**config.mk**
```make
export PLATFORM = sky130hd
export DESIGN_NAME = srs_ram
export DESIGN_NICKNAME = d
export VERILOG_FILES = /design/src/rtl/srs_ram.sv
export SDC_FILE = /design/constraint.sdc
export NUM_CORES = 1
export LEC_CHECK = 0
export BUFFER_PORTS_ARGS = -buffer_cell sky130_fd_sc_hd__clkbuf_2
export CELL_PAD_IN_SITES_DETAIL_PLACEMENT = 0
export CELL_PAD_IN_SITES_GLOBAL_PLACEMENT = 1
export CORE_MARGIN = 3
export CORE_UTILIZATION = 50
export DETAILED_ROUTE_END_ITERATION = 8
export GPL_ROUTABILITY_DRIVEN = 1
export PLACE_DENSITY_LB_ADDON = 0.05
export SLEW_MARGIN = 25
export SYNTH_ARGS = -nofsm -noshare
export SYNTH_HDL_FRONTEND = slang
export SYNTH_SLANG_ARGS = --single-unit
export TNS_END_PERCENT = 30
```
**constraint.sdc**
```tcl
create_clock -name clk -period 5.25 [get_ports clk]
set_input_delay 1.05 -clock clk [delete_from_list [all_inputs] [get_ports clk]]
set_output_delay 1.05 -clock clk [all_outputs]
set_load 0.01 [all_outputs]
```
**src/rtl/srs_ram.sv**
```systemverilog
module srs_ram #(
    parameter int WIDTH = 32,
    parameter int DEPTH = 2,
    localparam int AW = (DEPTH > 1) ? $clog2(DEPTH) : 1
) (
    input  logic             clk,
    input  logic             we,
    input  logic [AW-1:0]    waddr,
    input  logic [WIDTH-1:0] wdata,
    input  logic             re,
    input  logic [AW-1:0]    raddr,
    output logic [WIDTH-1:0] rdata
);

    logic [WIDTH-1:0] mem [DEPTH];

    always_ff @(posedge clk)
    begin
        if (we)
        begin
            mem[waddr] <= wdata;
        end
        if (re)
        begin
            rdata <= mem[raddr];
        end
    end

endmodule

```
---- Word-level counts from Yosys, hierarchy flattened ----
Memories as Yosys holds them, arrays and structs flattened. A register that Yosys moved wholly into a read port is not among the register bits.
Index checks and enable logic that the tools add are counted.
storage, ports and cells
  flip-flop bits (word level) ............. 0
  bits in writable memories ............... 64
  memories kept ........................... 1
memories
  name  words  width  read ports  clocked after memory_dff  write ports  line  source
  mem   2      32     1           1                         1            15    logic [WIDTH-1:0] mem [DEPTH];
operators by class
  muxes and demuxes ....................... 2
operators by type and width
  kind               count
  1-bit two-way mux  2

---- Depth between registers and ports, before layout ----
  word-level depth ........................ 2
  mapped depth ............................ 3

---- Least setup slack after synthesis ----
No wires, ideal clock.
  path kind ............................... input to register
  start point ............................. input waddr
  end point ............................... memory mem[0][0] (enable)
  arrival time ............................ 2.502 ns
  setup slack ............................. 2.322 ns
  stages on the path ...................... 1
  path buffers ............................ 0
  cell sequence ........................... nor2b_1
RTL lines
  element      line  source
  from (decl)  8     input logic [AW-1:0] waddr,
  to (decl)    15
No word-level cell before the write port.

---- Worst setup path in the final report ----
  start point ............................. input we
  end point ............................... memory mem[0][14] (enable)
between the ends
  cells in the longest elaborated chain, start to end .. 2
ends and longest elaborated chain
  element                                  line  source
  from (decl)                              7     input logic we,
  1-bit two-way mux                        19    if (we)
  1-bit two-way mux (implied by the code)  21    mem[waddr] <= wdata;
Every way passes these cells.

==> out/summary.txt <==
N_diodes: 0
Avg Cell Area, Syn: 25.7 sq um
Die ar.: 7910 sq um
# IOs: 69
GR Overflow Total: 0
Post-route ant nets: 0
CTS clk-pin slew, worst paths: 0.08 ns
Leakage power: 1.54 nW
Fin crit period: 1.94 ns
Seq cells post-synth: 96
Most frequent cells in the layout: 96 x edfxtp_1, 67 x clkbuf_2, 30 x mux2_4
Global-route wire length before repair: 7.53 mm
NumNets Final: 246
Hold Buf Count CTS: 0
Layout area overhead: 15.4%
Most common cell after layout, fill and taps aside: edfxtp_1
Vias in the first global route: 1528
Unrepaired setup endpoints after global routing: no
Vias: 1473
Reg2Reg Depth: 1
Post-CTS setup buffer count: 0
Drt wl/cell: 16.7 um
Cell Area, Synth: 3440 sq um
Xor/xnor share of the synthesized area: 0%
Distinct cells, synth: 7
Worst slew pin tran: 0.936 ns
DP HPWL: 3.09 mm
Final hold viol count: 0
Largest family of logic cells by synthesized area: multiplexers
CTS tree: built
Worst path top cell family by delay: simple AND/OR/NAND/NOR gates
Worst setup path start: we
Largest net degree at the start of global routing: 33
Fin util: 61.1%
Horiz. Die Dim: 88.9 um
CP Class: input port to flip-flop
Final WL: 4.86 mm
Clock sink total: 96
CTS H-Tree Depth: 3
Final setup viols: 0
Multiplexer area fraction after synthesis: 13.8%
HP Start: mem[1][28]
Maximum buffer depth of the clock tree: 2
Die height: 88.9 um
Final setup TNS: 0 ns
Worst Clk Skew: 0.00559 ns
Crit start category: input port
Worst path bufs/invs: 1
Starting density of the core: 53.0%
CP endpoint: mem[0][14]
Critical Path AT: 1.91 ns
Final period util: 37.0%
Largest area contributor in the netlist: edfxtp_1
Largest cells by area after synthesis: edfxtp_1 84%, mux2_4 13%, buf_12 1.7%
Worst-skew pair later-pin latency: 0.34 ns
Instance count on the critical path: 2
Hold Path Class: flip-flop to flip-flop
Worst stage delay on the critical path: 0.76 ns
Post-CTS Resized: 0
Seq/Total Area, Yosys: 83.8%
Adder-cell area share of the yosys netlist: 0%
Reg2reg start: mem[0][6]
Max-slew headroom: 37.5%
R2R Setup Slk: 4.36 ns
Post-synthesis simple-gate area fraction: 0.364%
Req. time, crit path: 5.22 ns
Critical path fanouts, max: 32
Reg-to-reg critical path endpoint: rdata[6]
F_max: 0.515 GHz
Ys Warns: 0
Clock Tree Root: clkbuf_8
Worst VDD drop: 0.000169 V
Gr usage total: 13.7%
Drc violations: 0
Total core area: 6490 sq um
Share of layout cells above drive strength 1: 54.0%
Max cap viols: 0
Crit-path cells: clkbuf_2, nor2b_4
CP endpoint kind: flip-flop
Status: complete, no violations
Initial DRT Pass Iterations: 4
TritonCTS Buffers: 9
Pwr dens: 356 nW/um^2
Count of input and output buffers: 68
Routability cong.: 0.664
Worst path slowest cell: nor2b_4
1st-iter DRT viols: 43
Row cnt: 29
Synth Area in Compound Gates: 0%
Mapped Cells: 134
Initial antenna violation count: 0
Post-Syn Nets: 171
Vias/cell: 5.08
Final max-slew violation count: 0
Area share of the largest cell type after synthesis: 83.8%
==> stage by stage <==
step | power (mW) | hold WS, ns | instance area [sq um] | std cells | setup slack [ns]
floorplan | 0.997 | 0.523 | 3440 | 134 | 2.32
detailed placement | 1.04 | 0.533 | 3820 | 275 | 2.91
global route | 1.48 | 0.565 | 3970 | 290 | 3.22
global placement | 1.04 | 0.526 | 3810 | 275 | 2.66
CTS | 1.43 | 0.552 | 3970 | 290 | 3.28
finish | 1.41 | 0.551 | 3970 | 290 | 3.31
==> cell families after synthesis <==
| family | count (synthesis) |
|---|---|
| simple gates | 2 |
| flops | 96 |
| buf+inv | 4 |
| mux | 32 |
==> area by class of cell <==
| class | instances | area [sq um] |
|---|---|---|
| tap | 77 | 96.3 |
| clock inverter | 4 | 22.5 |
| fill | 474 | 2520 |
| timing repair buffer | 68 | 343 |
| sequential | 96 | 2880 |
| multi-input combinational | 34 | 494 |
| clock buffer | 11 | 131 |
==> synthesized netlist by cell type <==
cell type,count
and2_1,1
buf_6,1
edfxtp_1,96
nor2b_1,1
mux2_2,2
buf_12,3
mux2_4,30
==> flip-flops by register name (all words and copies together) (netlist names) <==
signal  cells
mem        64
rdata      32
==> metal layers <==
layer | track usage, % | routed length (um) | vias up
met5 | 0 | 0 | -
met1 | 14.9 | 1760 | 730
met4 | 5.68 | 66 | 0
met2 | 24.0 | 2680 | 54
li1 | - | - | 683
met3 | 5.53 | 340 | 6
==> report_power, final <==
group          total [mW]  internal [mW]  switching, mW  leakage, nW
sequential          0.919          0.905         0.0138        0.914
combinational       0.103         0.0539         0.0493        0.548
clock               0.391          0.167          0.224       0.0789
==> how the worst min path moves through the flow <==
stage	end	slack, ns	depth (start not counted)
2_1_floorplan	rdata[29]	0.52	1
3_3_place_gp	rdata[30]	0.53	1
3_5_place_dp	rdata[26]	0.53	1
4_1_cts	rdata[28]	0.55	1
5_1_grt	rdata[31]	0.56	1
6_report	rdata[28]	0.55	1
(Power assumes the default switching activity.)
